File: src/hw/rtl/hmbox_pkg.sv
`timescale 1ns / 1ps
package hmbox_pkg;

	// sample and result field widths
	localparam int SAMPLE_BITS   = 16;
	localparam int ROW_BITS      = 12;
	localparam int COL_OUT_BITS  = 10;
	localparam int ROWS_REG_BITS = 13;
	localparam int COLS_REG_BITS = 11;

	// grid limits
	localparam int MAX_ROWS     = 4096;
	localparam int MAX_COLS_DEF = 1024;

	// sums: three samples per column, nine per window
	localparam int COLSUM_BITS = SAMPLE_BITS + 2;
	localparam int SUM_BITS    = SAMPLE_BITS + 4;

	// floor(x / 9) as (x * DIV_MULT) >> DIV_SHIFT, exact for every x below 2**SUM_BITS
	localparam int DIV_SHIFT = SUM_BITS + 3;
	localparam logic [SUM_BITS-1:0] DIV_MULT = SUM_BITS'((2 ** DIV_SHIFT + 8) / 9);
	localparam int PROD_BITS = 2 * SUM_BITS;

	// configuration port
	localparam int ADDR_BITS = 3;
	localparam int DATA_BITS = 32;
	localparam logic REG_GRID_ROWS = 1'b0;
	localparam logic REG_GRID_COLS = 1'b1;

	// queue between front and back (depth is a power of two)
	localparam int QDEPTH    = 4;
	localparam int QPTR_BITS = $clog2(QDEPTH);
	localparam int QCNT_BITS = $clog2(QDEPTH + 1);

	// configuration as seen by the front
	typedef struct packed {
		logic                     restart;
		logic [ROWS_REG_BITS-1:0] rows;
		logic [COLS_REG_BITS-1:0] cols;
	} hmbox_cfg_t;

	// one classified sample waiting for the back
	typedef struct packed {
		logic                    has_int;
		logic                    has_bdr;
		logic [ROW_BITS-1:0]     row;
		logic [COL_OUT_BITS-1:0] col;
		logic [COLSUM_BITS-1:0]  cs0;
		logic [COLSUM_BITS-1:0]  cs1;
		logic [COLSUM_BITS-1:0]  cs2;
		logic [SAMPLE_BITS-1:0]  raw;
	} hmbox_entry_t;

	typedef struct packed {
		logic         push;
		hmbox_entry_t entry;
	} hmbox_qwr_t;

endpackage

File: src/hw/rtl/hmbox_back.sv
`timescale 1ns / 1ps
module hmbox_back (
	input  logic                                clk,
	input  logic                                arst_n,
	input  hmbox_pkg::hmbox_entry_t             head,
	input  logic                                head_valid,
	output logic                                pop,
	output logic                                out_valid,
	input  logic                                out_stall,
	output logic [hmbox_pkg::ROW_BITS-1:0]      out_row,
	output logic [hmbox_pkg::COL_OUT_BITS-1:0]  out_col,
	output logic [hmbox_pkg::SAMPLE_BITS-1:0]   out_height,
	output logic                                run_last
);
	import hmbox_pkg::*;

	logic                    adv;
	logic                    issue;
	logic                    issue_int;
	logic                    issue_last;
	logic                    phase_q;

	logic                    v_s1;
	logic                    int_s1;
	logic                    last_s1;
	logic [ROW_BITS-1:0]     row_s1;
	logic [COL_OUT_BITS-1:0] col_s1;
	logic [SUM_BITS-1:0]     sum_s1;
	logic [SAMPLE_BITS-1:0]  raw_s1;

	logic                    v_s2;
	logic                    int_s2;
	logic                    last_s2;
	logic [ROW_BITS-1:0]     row_s2;
	logic [COL_OUT_BITS-1:0] col_s2;
	logic [PROD_BITS-1:0]    prod_s2;
	logic [SAMPLE_BITS-1:0]  raw_s2;

	logic                    v_s3;
	logic                    last_s3;
	logic [ROW_BITS-1:0]     row_s3;
	logic [COL_OUT_BITS-1:0] col_s3;
	logic [SAMPLE_BITS-1:0]  height_s3;

	// whole pipe moves unless the output register is held
	assign adv   = !v_s3 || !out_stall;
	assign issue = adv && head_valid;

	// interior result of the window goes first, own border result second
	always_comb begin
		issue_int  = head.has_int && !phase_q;
		issue_last = !issue_int || !head.has_bdr;
		pop        = issue && issue_last;
	end

	always_ff @(posedge clk or negedge arst_n) begin
		if (!arst_n) begin
			phase_q <= 1'b0;
		end else if (issue) begin
			phase_q <= !issue_last;
		end
	end

	// valid bits
	always_ff @(posedge clk or negedge arst_n) begin
		if (!arst_n) begin
			v_s1 <= 1'b0;
			v_s2 <= 1'b0;
			v_s3 <= 1'b0;
		end else if (adv) begin
			v_s1 <= issue;
			v_s2 <= v_s1;
			v_s3 <= v_s2;
		end
	end

	// stage 1: window sum and coordinates
	always_ff @(posedge clk) begin
		if (adv) begin
			int_s1  <= issue_int;
			last_s1 <= issue_last;
			row_s1  <= issue_int ? head.row - ROW_BITS'(1) : head.row;
			col_s1  <= issue_int ? head.col - COL_OUT_BITS'(1) : head.col;
			sum_s1  <= SUM_BITS'(head.cs0) + SUM_BITS'(head.cs1) + SUM_BITS'(head.cs2);
			raw_s1  <= head.raw;
		end
	end

	// stage 2: multiply by the reciprocal of nine
	always_ff @(posedge clk) begin
		if (adv) begin
			int_s2  <= int_s1;
			last_s2 <= last_s1;
			row_s2  <= row_s1;
			col_s2  <= col_s1;
			prod_s2 <= PROD_BITS'(sum_s1) * PROD_BITS'(DIV_MULT);
			raw_s2  <= raw_s1;
		end
	end

	// stage 3: output register
	always_ff @(posedge clk) begin
		if (adv) begin
			last_s3   <= last_s2;
			row_s3    <= row_s2;
			col_s3    <= col_s2;
			height_s3 <= int_s2 ? prod_s2[DIV_SHIFT +: SAMPLE_BITS] : raw_s2;
		end
	end

	assign out_valid  = v_s3;
	assign out_row    = row_s3;
	assign out_col    = col_s3;
	assign out_height = height_s3;
	assign run_last   = last_s3;

endmodule

File: config.mk
export PLATFORM = sky130hd
export DESIGN_NAME = hmbox_back
export DESIGN_NICKNAME = d
export VERILOG_FILES = /design/src/hw/rtl/hmbox_pkg.sv /design/src/hw/rtl/hmbox_back.sv
export SDC_FILE = /design/constraint.sdc
export NUM_CORES = 1
export LEC_CHECK = 0
export BUFFER_PORTS_ARGS = -buffer_cell sky130_fd_sc_hd__buf_2
export CAP_MARGIN = 20
export CELL_PAD_IN_SITES_DETAIL_PLACEMENT = 1
export CELL_PAD_IN_SITES_GLOBAL_PLACEMENT = 1
export CORE_AREA = 2 2 185 132
export CTS_BUF_LIST = sky130_fd_sc_hd__clkbuf_8
export DETAILED_ROUTE_END_ITERATION = 7
export DIE_AREA = 0 0 187 134
export PLACE_DENSITY_LB_ADDON = 0.12
export REMOVE_ABC_BUFFERS = 1
export SETUP_SLACK_MARGIN = 0.3
export SYNTH_ARGS = -nofsm -noshare
export SYNTH_HDL_FRONTEND = slang
export SYNTH_SLANG_ARGS = --single-unit
File: constraint.sdc
create_clock -name clk -period 6.6 [get_ports clk]
set_clock_uncertainty 0.15 [all_clocks]
set_input_delay 0.99 -clock clk [delete_from_list [all_inputs] [get_ports clk]]
set_output_delay 0.99 -clock clk [all_outputs]
set_load 0.01 [all_outputs]
==> summary.md <==
| Metric | Value |
|---|---|
| Status | complete, no violations |
| Critical path launch point type | flop |
| Vias in the first global route | 7,689 |
| GP Congestion | 0.931 |
| Post-synth top area share | 40.6% |
| Synth Area in Adders | 36.4% |
| Buffers on Ports | 138 |
| Crit. End Element | flop |
| Clock transition at path regs | 0.09 ns |
| Max Slew Vio Count | 0 |
| Clock Sinks | 159 |
| Deepest clock path buffer count | 2 |
| Most frequent cell after synthesis | inv_1 |
| Clock Latency Late Sink | 0.47 ns |
| Worst-path cell chain | fa_1, ha_1, fa_1, fa_1, inv_1, fa_1, inv_1, fa_1, ha_1, and3_4, and2_4, a221o_1, nand2b_1, o22ai_2, o21bai_1, a21oi_1, xnor2_1 |
| TritonCTS Buffers | 17 |
| Drt pass-1 iters | 4 |
| CTS tree | done |
| Die span in y | 134 um |
| Asr flop ratio synth | 2.52% |
| Number of antenna-violating nets in the routed design | 0 |
| Slowest stage delay, CP | 0.64 ns |
| Worst reg2reg setup slack | 0.58 ns |
| Gr usage total | 21.7% |
| CP dominant cell by count | fa_1 |
| DRC Markers | 0 |
| Gate Count Post-Synth | 883 |
| Slew @ Worst Pin | 1.02 ns |
| Fin crit period | 6.02 ns |
| Simple-gate share of the synthesized area | 4.82% |
| CP Data Arrival Time | 6.09 ns |
| Layout area overhead | 13.6% |
| Leading cell types by count after synthesis | inv_1, ha_1, edfxtp_1 |
| Register area share after synthesis | 41.4% |
| Vias per cell | 5.05 |
| Crit path required time | 6.67 ns |
| Unique masters post-synth | 55 |
| Worst hold margin | 0.161 ns |
| Hold Fails Final Rpt | 0 |
| Final Setup Violations | 0 |
| Die Wd | 187 um |
| Area contributors post-synth | edfxtp_1, fa_1, ha_1 |
| Crit Path Max Fanout | 4 |
| CTS H-tree depth | 4 |
| Critical path class | reg -> reg |
| Fill cells | 2,423 |
| Compound-Gate Fraction of Synth Area | 5.74% |
| Main synth FF type | edfxtp_1 |
| Largest net degree at the start of global routing | 82 |
| Post-Synthesis Cell Area | 11,500 um^2 |
| Yosys reg bits | 159 |
| Number of synthesized flops with an enable pin | 155 |
| Final Util | 55.8% |
| Yosys top cell by area | edfxtp_1 |
| Root buf cell | clkbuf_8 |
| Slew HR | 31.9% |
| Layout cells sized above 1 | 19.6% |
| First-pass GRT wire length | 41.1 mm |
| Core Rows | 47 |
| Starting DRT DRC Count | 337 |
| Pre-CTS WS | 0.551 ns |
| Final worst-path cycle share | 91.2% |
| Final nets | 1,407 |
| PnR worst setup slack | 0.578 ns |
| Worst min-delay path category | in -> async |
| Overflow after GRT | 0 |
| Post-CTS Hold Fix Bufs | 0 |
| ANT cells | 0 |
| DR vias | 6,935 |
| Final HPWL DP | 21.3 mm |
| XOR/XNOR share of the synthesized area | 4.05% |
| Die footprint | 25,100 um^2 |
| Slowest stage cell on the critical path | fa_1 |
| Mean post-synth cell area | 13.0 um^2 |
| I/O pins | 139 |
| Starting Density | 49.1% |
| Largest family of logic cells by synthesized area | adder cells |
| Routed length per placed instance | 18.3 um |
| Total negative setup slack | 0 ns |
| Routed Wire Length | 25.1 mm |
| Max_cap viols | 0 |
| Synth warn | 0 |
| Core area | 23,300 um^2 |
| Unrepaired setup endpoints after global routing | no |
| Number of antenna violations at the first check in global routing | 1 |
| Mux cell area share after synthesis | 1.67% |
| Peak Freq | 166 MHz |
stage by stage:
stage,instances,cell area (um^2)
global route,1372,13000
finish,1372,13000
CTS,1369,13000
floorplan,880,11500
detailed placement,1337,12600
global placement,1337,12600
flip-flops by register name (all words and copies together) (netlist names), 10 cells and up:
signal / flops
out_col: 10
raw_s2: 16
out_row: 12
col_s2: 10
col_s1: 10
row_s2: 12
row_s1: 12
raw_s1: 16
prod_s2: 16
out_height: 16
sum_s1: 20
cells by family (layout without fill, tap and decap cells):
family,count (synthesis),count (layout)
adder cells (fa/ha/maj),268,268
buffers and inverters,181,352
flip-flops,159,159
AND/OR/NAND/NOR,110,110
AO/OA/AOI/OAI,95,95
XOR/XNOR,53,53
multiplexers,17,17
final timing paths:
path,cells past startpoint,end,start
max,17,prod_s2[31],sum_s1[10]
min in group clk,0,out_row[4],row_s2[4]
max in group asynchronous,1,v_s2,arst_n
min,1,phase_q,arst_n
max reg2reg,17,prod_s2[31],sum_s1[10]
min reg2reg,0,out_row[4],row_s2[4]
critical path: cells and delay by family (launching register included):
| family | cells | cell delay [ns] |
|---|---|---|
| fa+ha+maj | 7 | 3.37 |
| compound gates | 4 | 0.96 |
| flops | 1 | 0.56 |
| simple gates | 3 | 0.55 |
| buf+inv | 2 | 0.12 |
| xor+xnor | 1 | 0.08 |
cell usage in the layout (no fill, tap or decap), types with 5 or more instances in the layout:
| master | n |
|---|---|
| a21o_1 | 15 |
| nor2_1 | 26 |
| mux2_2 | 17 |
| clkbuf_8 | 17 |
| inv_6 | 5 |
| or3_1 | 6 |
| o21ai_1 | 5 |
| o21ai_0 | 17 |
| fa_1 | 109 |
| buf_2 | 138 |
| nand2b_1 | 6 |
| inv_1 | 176 |
| nand2_1 | 27 |
| nand3_1 | 9 |
| edfxtp_1 | 155 |
| xnor2_1 | 28 |
| nor3_1 | 11 |
| xor2_1 | 25 |
| ha_1 | 158 |
| a21oi_1 | 21 |
cell type report:
cell class	count	area, um^2	share of cell area [%]
multi-input cells	543	6060	46.5
flip-flops and latches	159	4750	36.5
repair buffers	142	721	5.53
inverters	178	668	5.13
well taps	318	398	3.05
clock buffers	17	234	1.80
clock inverters	15	199	1.53
layer usage:
metal	GRT usage, %	wire, um	vias to the layer above
li1	-	-	3317
met1	31.7	12600	3437
met2	31.1	10300	153
met3	7.88	1990	26
met4	4.59	234	2
met5	0	16	-
repair_timing:
item,CTS,global route
hold endpoints to repair,0,0
gates resized for setup,0,4
setup buffers,0,3
endpoints found under the setup margin,0,5
Power is not shown: default switching activity piles up to over one toggle a cycle in this logic, so the estimate is an artifact.
