==> src/hw/rtl/hmbox_pkg.sv <==
`timescale 1ns / 1ps
package hmbox_pkg;

	// sample and result field widths
	localparam int SAMPLE_BITS   = 16;
	localparam int ROW_BITS      = 12;
	localparam int COL_OUT_BITS  = 10;
	localparam int ROWS_REG_BITS = 13;
	localparam int COLS_REG_BITS = 11;

	// grid limits
	localparam int MAX_ROWS     = 4096;
	localparam int MAX_COLS_DEF = 1024;

	// sums: three samples per column, nine per window
	localparam int COLSUM_BITS = SAMPLE_BITS + 2;
	localparam int SUM_BITS    = SAMPLE_BITS + 4;

	// floor(x / 9) as (x * DIV_MULT) >> DIV_SHIFT, exact for every x below 2**SUM_BITS
	localparam int DIV_SHIFT = SUM_BITS + 3;
	localparam logic [SUM_BITS-1:0] DIV_MULT = SUM_BITS'((2 ** DIV_SHIFT + 8) / 9);
	localparam int PROD_BITS = 2 * SUM_BITS;

	// configuration port
	localparam int ADDR_BITS = 3;
	localparam int DATA_BITS = 32;
	localparam logic REG_GRID_ROWS = 1'b0;
	localparam logic REG_GRID_COLS = 1'b1;

	// queue between front and back (depth is a power of two)
	localparam int QDEPTH    = 4;
	localparam int QPTR_BITS = $clog2(QDEPTH);
	localparam int QCNT_BITS = $clog2(QDEPTH + 1);

	// configuration as seen by the front
	typedef struct packed {
		logic                     restart;
		logic [ROWS_REG_BITS-1:0] rows;
		logic [COLS_REG_BITS-1:0] cols;
	} hmbox_cfg_t;

	// one classified sample waiting for the back
	typedef struct packed {
		logic                    has_int;
		logic                    has_bdr;
		logic [ROW_BITS-1:0]     row;
		logic [COL_OUT_BITS-1:0] col;
		logic [COLSUM_BITS-1:0]  cs0;
		logic [COLSUM_BITS-1:0]  cs1;
		logic [COLSUM_BITS-1:0]  cs2;
		logic [SAMPLE_BITS-1:0]  raw;
	} hmbox_entry_t;

	typedef struct packed {
		logic         push;
		hmbox_entry_t entry;
	} hmbox_qwr_t;

endpackage

==> src/hw/rtl/hmbox_queue.sv <==
`timescale 1ns / 1ps
module hmbox_queue (
	input  logic                            clk,
	input  logic                            arst_n,
	input  hmbox_pkg::hmbox_qwr_t           wr,
	input  logic                            pop,
	output hmbox_pkg::hmbox_entry_t         head,
	output logic                            head_valid,
	output logic [hmbox_pkg::QCNT_BITS-1:0] count
);
	import hmbox_pkg::*;

	hmbox_entry_t         entries_q [QDEPTH];
	logic [QPTR_BITS-1:0] wr_ptr_q;
	logic [QPTR_BITS-1:0] rd_ptr_q;
	logic [QCNT_BITS-1:0] count_q;

	// pointers wrap on their own since the depth is a power of two
	always_ff @(posedge clk or negedge arst_n) begin
		if (!arst_n) begin
			wr_ptr_q <= '0;
			rd_ptr_q <= '0;
			count_q  <= '0;
		end else begin
			if (wr.push) begin
				wr_ptr_q <= wr_ptr_q + QPTR_BITS'(1);
			end
			if (pop) begin
				rd_ptr_q <= rd_ptr_q + QPTR_BITS'(1);
			end
			if (wr.push && !pop) begin
				count_q <= count_q + QCNT_BITS'(1);
			end else if (!wr.push && pop) begin
				count_q <= count_q - QCNT_BITS'(1);
			end
		end
	end

	always_ff @(posedge clk) begin
		if (wr.push) begin
			entries_q[wr_ptr_q] <= wr.entry;
		end
	end

	assign head       = entries_q[rd_ptr_q];
	assign head_valid = count_q != '0;
	assign count      = count_q;

endmodule

==> config.mk <==
export PLATFORM = sky130hd
export DESIGN_NAME = hmbox_queue
export DESIGN_NICKNAME = d
export VERILOG_FILES = /design/src/hw/rtl/hmbox_pkg.sv /design/src/hw/rtl/hmbox_queue.sv
export SDC_FILE = /design/constraint.sdc
export NUM_CORES = 1
export LEC_CHECK = 0
export ABC_CLOCK_PERIOD_IN_PS = 5100
export BUFFER_PORTS_ARGS = -buffer_cell sky130_fd_sc_hd__buf_2
export CORE_ASPECT_RATIO = 0.8
export CORE_MARGIN = 5
export CORE_UTILIZATION = 61
export CTS_CLUSTER_DIAMETER = 120
export DETAILED_ROUTE_END_ITERATION = 8
export GPL_TIMING_DRIVEN = 0
export MAX_ROUTING_LAYER = met4
export PLACE_DENSITY_LB_ADDON = 0.2
export SLEW_MARGIN = 20
export SYNTH_ARGS = -nofsm -noshare
export SYNTH_HDL_FRONTEND = slang
export SYNTH_SLANG_ARGS = --single-unit
==> constraint.sdc <==
create_clock -name clk -period 5.1 [get_ports clk]
set_input_delay 0.255 -clock clk [delete_from_list [all_inputs] [get_ports clk]]
set_output_delay 0.255 -clock clk [all_outputs]
set_load 0.01 [all_outputs]
==> key figures, run 1 <==
Detailed routing
  • Vias/cell: ~5.6
  • First drt pass iteration count: 5
  • DRT iter0 DRCs: 532
  • Via count: around 6700
  • DRC Markers: 0
  • Wire per inst: 22.5 um
  • Antenna Violating Nets Remaining: 0
  • Final wirelength: between 20000 and 30000 um

Clocking
  • Root Buffer: clkbuf_16
  • CTS tree: built
  • CTS H-tree lvls: 2
  • Clock Sinks: between 300 and 400
  • # Post-CTS Setup Buffers: 0
  • Clk_lat worst skew: 0.51 ns
  • Num CTS Buffers: 36
  • Clk buf depth: 3
  • Clock-pin slew on the worst setup and hold paths: approximately 0.060 ns

Floorplanning
  • Top Ports: around 200
  • Core Region: about 23000 um2
  • Chip width: about 180 um
  • Die area: approximately 26000 um2
  • Rows: 49
  • Die Height: roughly 150 um
  • Initial Utilization: just over 60%

Timing
  • Actual slew at the worst max-slew pin: 0.773 ns
  • Fmax: ~420 MHz
  • Final hold vios: 0
  • Clock Skew: between 0.01 and 0.015 ns
  • Min Tclk post-route: 2.40 ns
  • Fin. max-slew vios: 0
  • RSZ-0062 raised after global routing: false
  • Slew margin rel.: between 40% and 50%
  • Finish-stage setup viols: 0
  • Hold_ws: 0.0727 ns
  • Total Neg Setup Slack: 0 ns
  • Final worst-path cycle share: between 40% and 50%

Place
  • RD Place Congestion: 0.759
  • Dpl hpwl: roughly 16000 um
  • DP Area: approximately 15000 um2
  • Port bufs: 195

Logic synthesis
  • Top post-synthesis cells by area: edfxtp_1, mux4_2, dfrtp_1, buf_12, ha_1
  • Seq/Total Area, Yosys: approximately four fifths
  • Syn Area/Cell: roughly 27 um2
  • Yosys top cell by area: edfxtp_1
  • Syn Std Cell Area: roughly 14000 um2
  • FF+latch count, synth: around 380
  • Mapped Nets: roughly 630
  • Post-synth top area share: roughly four fifths
  • Synth warn: 0
  • Synth cell types: 20
  • Cells after Synth: 525

Layout
  • Share of cells above drive strength 1: approximately 41%
  • Area growth from synthesis to layout: 25.8%
  • Util after Layout: 78.2%
  • Fin nets: just under 1000
  • Design area: about 18000 um2
  • Fillers: between 1000 and 1500

Worst hold path
  • HP Class: in2reg

GRT
  • Global-route wire length before repair: between 40000 and 50000 um
  • Gr busiest metal: met2
  • Initial antenna violation count: 5
  • All-layer global routing usage: 21.8%
  • Pin count of the biggest net entering global routing: 50
  • Met1 Resource Use GR: roughly 30%
  • M2 GR Usage: between 30% and 40%
  • Number of global-route vias before repair: slightly above 7000
  • GRT met3 Usage: about 4.3%
  • Grt ovf: 0

Worst setup path
  • CP peak stage delay: 0.35 ns
  • Most frequent CP cell: buf_2
  • Max FO, Critical Path: 10
  • Setup CP Type: reg2out
  • WP buf/inv: 4
  • Critical Path End Type: output pin
  • Crit path max-delay cell type: buf_2
  • Top delay family on crit path: buffers and inverters
  • Critical Path AT: around 2.2 ns
  • CP cell instances: buf_2 > buf_2 > buf_2 > mux4_2 > buf_2
  • Startpoint types: flip-flop
  • Worst path required time: between 4 and 5 ns

Power and ir drop
  • Cell Pwr Density: between 500 and 600 nW/um2
  • Leak pwr: 6.13 nW
  • VDD IR max: roughly 0.40 mV

Run
  • Max-Cap Viols: 0

Outcome
  • Status: complete, no violations
[power breakdown]
part | total (mW) | leakage [nW] | internal, mW | switching [mW]
sequential | 4.26 | 3.54 | 4.11 | 0.144
clock | 2.56 | 0.548 | 1.50 | 1.06
combinational | 2.95 | 2.05 | 1.40 | 1.55
[cell type report]
class / instances / area [um2] / area share, %
buffer: 22 / 195 / 1.11
timing repair buffer: 296 / 2070 / 11.7
inverter: 4 / 15.0 / 0.0853
clock buffer: 46 / 970 / 5.51
multi-input combinational: 116 / 2320 / 13.2
tap: 306 / 383 / 2.18
antenna: 5 / 12.5 / 0.0711
clock inverter: 18 / 164 / 0.932
sequential: 383 / 11500 / 65.2
[state kept, by name, summed over array words and instances, names as in the netlist]
name	flops
entries_q	376
count	3
rd_ptr_q	2
wr_ptr_q	2
[synth_stat cells (all sizes together)]
| master | count |
|---|---|
| edfxtp | 376 |
| o21ai | 1 |
| or3 | 1 |
| dfrtp | 7 |
| xor2 | 4 |
| xnor2 | 2 |
| ha | 5 |
| nor2 | 1 |
| mux4 | 94 |
| and2 | 4 |
| fa | 1 |
| buf | 19 |
| clkbuf | 3 |
| nand2 | 2 |
| mux2 | 1 |
| inv | 4 |
[cell families (layout without fill, tap and decap cells)]
| family | count (synthesis) | count (layout) | synth area share (%) |
|---|---|---|---|
| and+or+nand+nor | 8 | 8 | 0.304 |
| DFF | 383 | 383 | 82.0 |
| AOI/OAI and AO/OA | 1 | 1 | 0.0357 |
| adders and majority gates | 6 | 6 | 0.590 |
| muxes | 95 | 95 | 15.2 |
| other | 0 | 5 | 0 |
| buffers and inverters | 26 | 386 | 1.50 |
| xor gates and xnor gates | 6 | 6 | 0.376 |
[repair_timing]
action / CTS / global route
hold buffers: 96 / 0
hold endpoints to repair: 384 / 0
resized for setup: 0 / 0
[routing by layer]
metal | vias up | part of all wire [%]
met5 | - | 0
met4 | 0 | 1.5
met3 | 39 | 6.8
met2 | 246 | 52
met1 | 3452 | 40
li1 | 2937 | -
[placed cells by master (no fill, tap or decap), drive strengths merged, types with 2 or more instances in the layout]
cell         instances
and2                 4
buf                219
bufinv               3
clkbuf              49
clkinv              13
clkinvlp             2
dfrtp                7
diode                5
dlygate4sd3         96
edfxtp             376
ha                   5
inv                  4
mux4                94
nand2                2
xnor2                2
xor2                 4
[worst paths after layout]
check / start / end / slack [ns] / depth (start not counted)
setup / recovery: rd_ptr_q[1] / head[25] / 2.70 / 5
hold / removal: wr[94] / wr_ptr_q[0] / 0.07 / 2
setup reg to reg: wr_ptr_q[0] / entries_q[0][48] / 3.04 / 4
hold reg to reg: count[2] / count[2] / 0.52 / 1
max in group asynchronous: arst_n / rd_ptr_q[1] / 4.78 / 2
min in group asynchronous: arst_n / count[1] / 0.15 / 2
[through the flow]
stage          power, mW  worst slack, ns  std cells
4_1_cts             9.86             2.64       1191
6_report            9.76             2.70       1196
5_1_grt             10.2             2.55       1196
2_1_floorplan       6.18             1.84        525
3_3_place_gp        7.19            0.352       1026
3_5_place_dp        7.24             3.06       1031
(Power assumes the default switching activity.)
==> inputs of run 2 (changes only) <==
- ABC_CLOCK_PERIOD_IN_PS: 5100 -> 2000
- CORE_UTILIZATION: 61 -> 51
- clock period: 5.1 -> 2 ns (I/O delays scaled with it)
==> run 2 against run 1 <==
  * The flow now finishes with violations (setup timing)
  * Global-route usage decreased by 4.3 points
  * Cell area increased by 2.9%
  * First-iteration DRC count decreased by 26%
  * Sequential share of layout area decreased by 1.8 points
  * Power increased to 2.7 times the previous value
  * Highest routed layer unchanged
  * Register-to-register slack got worse by 2.7 ns
  * Critical endpoint is now head[67]
  * Combinational power increased to 2.8 times the previous value
  * Hold slack improved by 0.27 ns
  * Core utilization decreased by 12 points
  * Largest cell class unchanged
  * Cell count increased by 5.6%
  * Sequential power increased to 2.5 times the previous value
==> key figures, run 2 (same netlist as run 1, synthesis figures left out) <==
Outcome
  • Status: finished with violations
  • Violated checks: setup timing

Place
  • Port bufs: between 150 and 200
  • Dpl hpwl: 16200 um
  • RD Place Congestion: ~0.74
  • Placed cell count: about 1100
  • Pre-CTS setup slack: approximately 0.18 ns
  • DP Area: 15600 um2

Floorplanning
  • Core Region: approximately 27000 um2
  • Die area: a little over 30000 um2
  • Top Ports: about 200
  • Chip width: between 150 and 200 um
  • Die Height: around 160 um
  • Rows: 54
  • Initial Utilization: 51.5%

Layout
  • Most frequent cells in the layout: edfxtp_1, buf_2, dlygate4sd3_1, mux4_2, clkbuf_16
  • Largest Register: entries_q
  • Design area: 18100 um2
  • Non-Filler Instances: 1263
  • Fillers: between 1500 and 2000
  • Max reg flops: ~380
  • Multi-input gate area: between 2000 and 2500 um2
  • Util after Layout: between 60% and 70%
  • Area growth from synthesis to layout: 29.4%
  • Commonest non-fill, non-tap cell in the layout: edfxtp_1
  • Storage element area: 11500 um2
  • Antenna cells: 0
  • Share of cells above drive strength 1: between 40% and 50%
  • Fin nets: ~980

Worst setup path
  • Setup crit end: head[67]
  • Worst path required time: 1.90 ns
  • CP peak stage delay: 0.54 ns
  • R2r setup slk: 0.31 ns
  • Setup crit start: rd_ptr_q[0]
  • Setup CP Type: reg2out
  • Top delay family on crit path: buffers and inverters
  • Startpoint types: flip-flop
  • Critical Path AT: 1.99 ns
  • CP cell instances: buf_6 > buf_12 > buf_12 > mux4_2 > buf_6
  • Worst path depth: 5
  • Depth of the most critical reg-to-reg path: 4
  • Max FO, Critical Path: 10
  • Reg-to-reg critical path endpoint: entries_q[2][60]
  • WP buf/inv: 4
  • Critical Path End Type: output pin
  • Worst R2R Start: wr_ptr_q[0]
  • Crit path max-delay cell type: mux4_2

Detailed routing
  • First drt pass iteration count: 4
  • Final wirelength: between 20000 and 30000 um
  • Antenna Violating Nets Remaining: 0
  • Vias/cell: 5.25
  • DRT iter0 DRCs: 394
  • Via count: about 6600
  • Wire per inst: 20.9 um
  • DRC Markers: 0

GRT
  • Number of global-route vias before repair: roughly 7100
  • All-layer global routing usage: between 10% and 20%
  • Grt ovf: 0
  • Initial antenna violation count: 0
  • Global-route wire length before repair: 40400 um
  • Pin count of the biggest net entering global routing: 48

Power and ir drop
  • VDD IR max: between 0.8 and 0.9 mV
  • Cell Pwr Density: around 1400 nW/um2
  • Overall power: between 20 and 30 mW
  • Leak pwr: ~6.3 nW

Timing
  • Fmax: approximately 480 MHz
  • Final hold vios: 0
  • Fin. max-slew vios: 0
  • Final worst-path cycle share: 105%
  • Slew margin rel.: between 70% and 80%
  • Actual slew at the worst max-slew pin: 0.362 ns
  • Min Tclk post-route: 2.09 ns
  • Setup WS post-layout: -0.0902 ns
  • RSZ-0062 raised after global routing: true
  • Finish-stage setup viols: just over 80
  • Clock Skew: between 0.01 and 0.015 ns

Clocking
  • Clock-pin slew on the worst setup and hold paths: roughly 0.060 ns
  • Root Buffer: clkbuf_16
  • Clock Sinks: 383
  • Num CTS Buffers: 38
  • CTS H-tree lvls: 2
  • Clk_lat worst skew: between 0.5 and 0.6 ns
  • Clk buf depth: 3
  • CTS tree: built

Worst hold path
  • HP Start: wr[22]
  • HP Class: in2reg

Run
  • Max-Cap Viols: 0
## run 2: worst min-delay path by stage
stage / endpoint / slack, ns / cells after the start
2_1_floorplan: count[0] / -0.20 / 0
3_3_place_gp: count[1] / -0.06 / 1
3_5_place_dp: count[1] / -0.05 / 1
4_1_cts: entries_q[2][15] / 0.31 / 2
5_1_grt: entries_q[2][15] / 0.34 / 2
6_report: entries_q[1][22] / 0.34 / 2
## run 2: repair_timing
action,4_1_cts,5_1_grt
gates cloned,0,1
hold endpoints to repair,387,0
resized for setup,29,18
endpoints found under the setup margin,88,94
hold buffers,98,0
buffers inserted,4,1
## run 2: layout make-up
cell class	instances	share of cell area (%)
tap	364	2.52
inverter	4	0.0830
clock buffer	52	5.95
timing repair buffer	307	13.2
sequential	383	63.4
clock inverter	15	0.657
multi-input combinational	116	12.8
buffer	22	1.45
## run 2: power by group
group / internal (mW) / leakage (nW) / switching (mW) / total, mW
combinational: 4.27 / 2.21 / 4.12 / 8.39
clock: 4.02 / 0.583 / 2.68 / 6.70
sequential: 10.5 / 3.54 / 0.326 / 10.8
## run 2: per-stage QoR
step / setup TNS, ns / hold slack (ns)
2_1_floorplan: 0 / -0.196
3_3_place_gp: -69.37 / -0.0586
3_5_place_dp: 0 / -0.0507
4_1_cts: -8.00 / 0.314
5_1_grt: -12.36 / 0.340
6_report: -3.32 / 0.341
## run 2: layer usage
metal  wire (um)  global-route usage [%]
met5           0                       -
met4         391                    3.69
met3        1640                    3.70
met2       13100                    27.8
met1       11300                    24.2
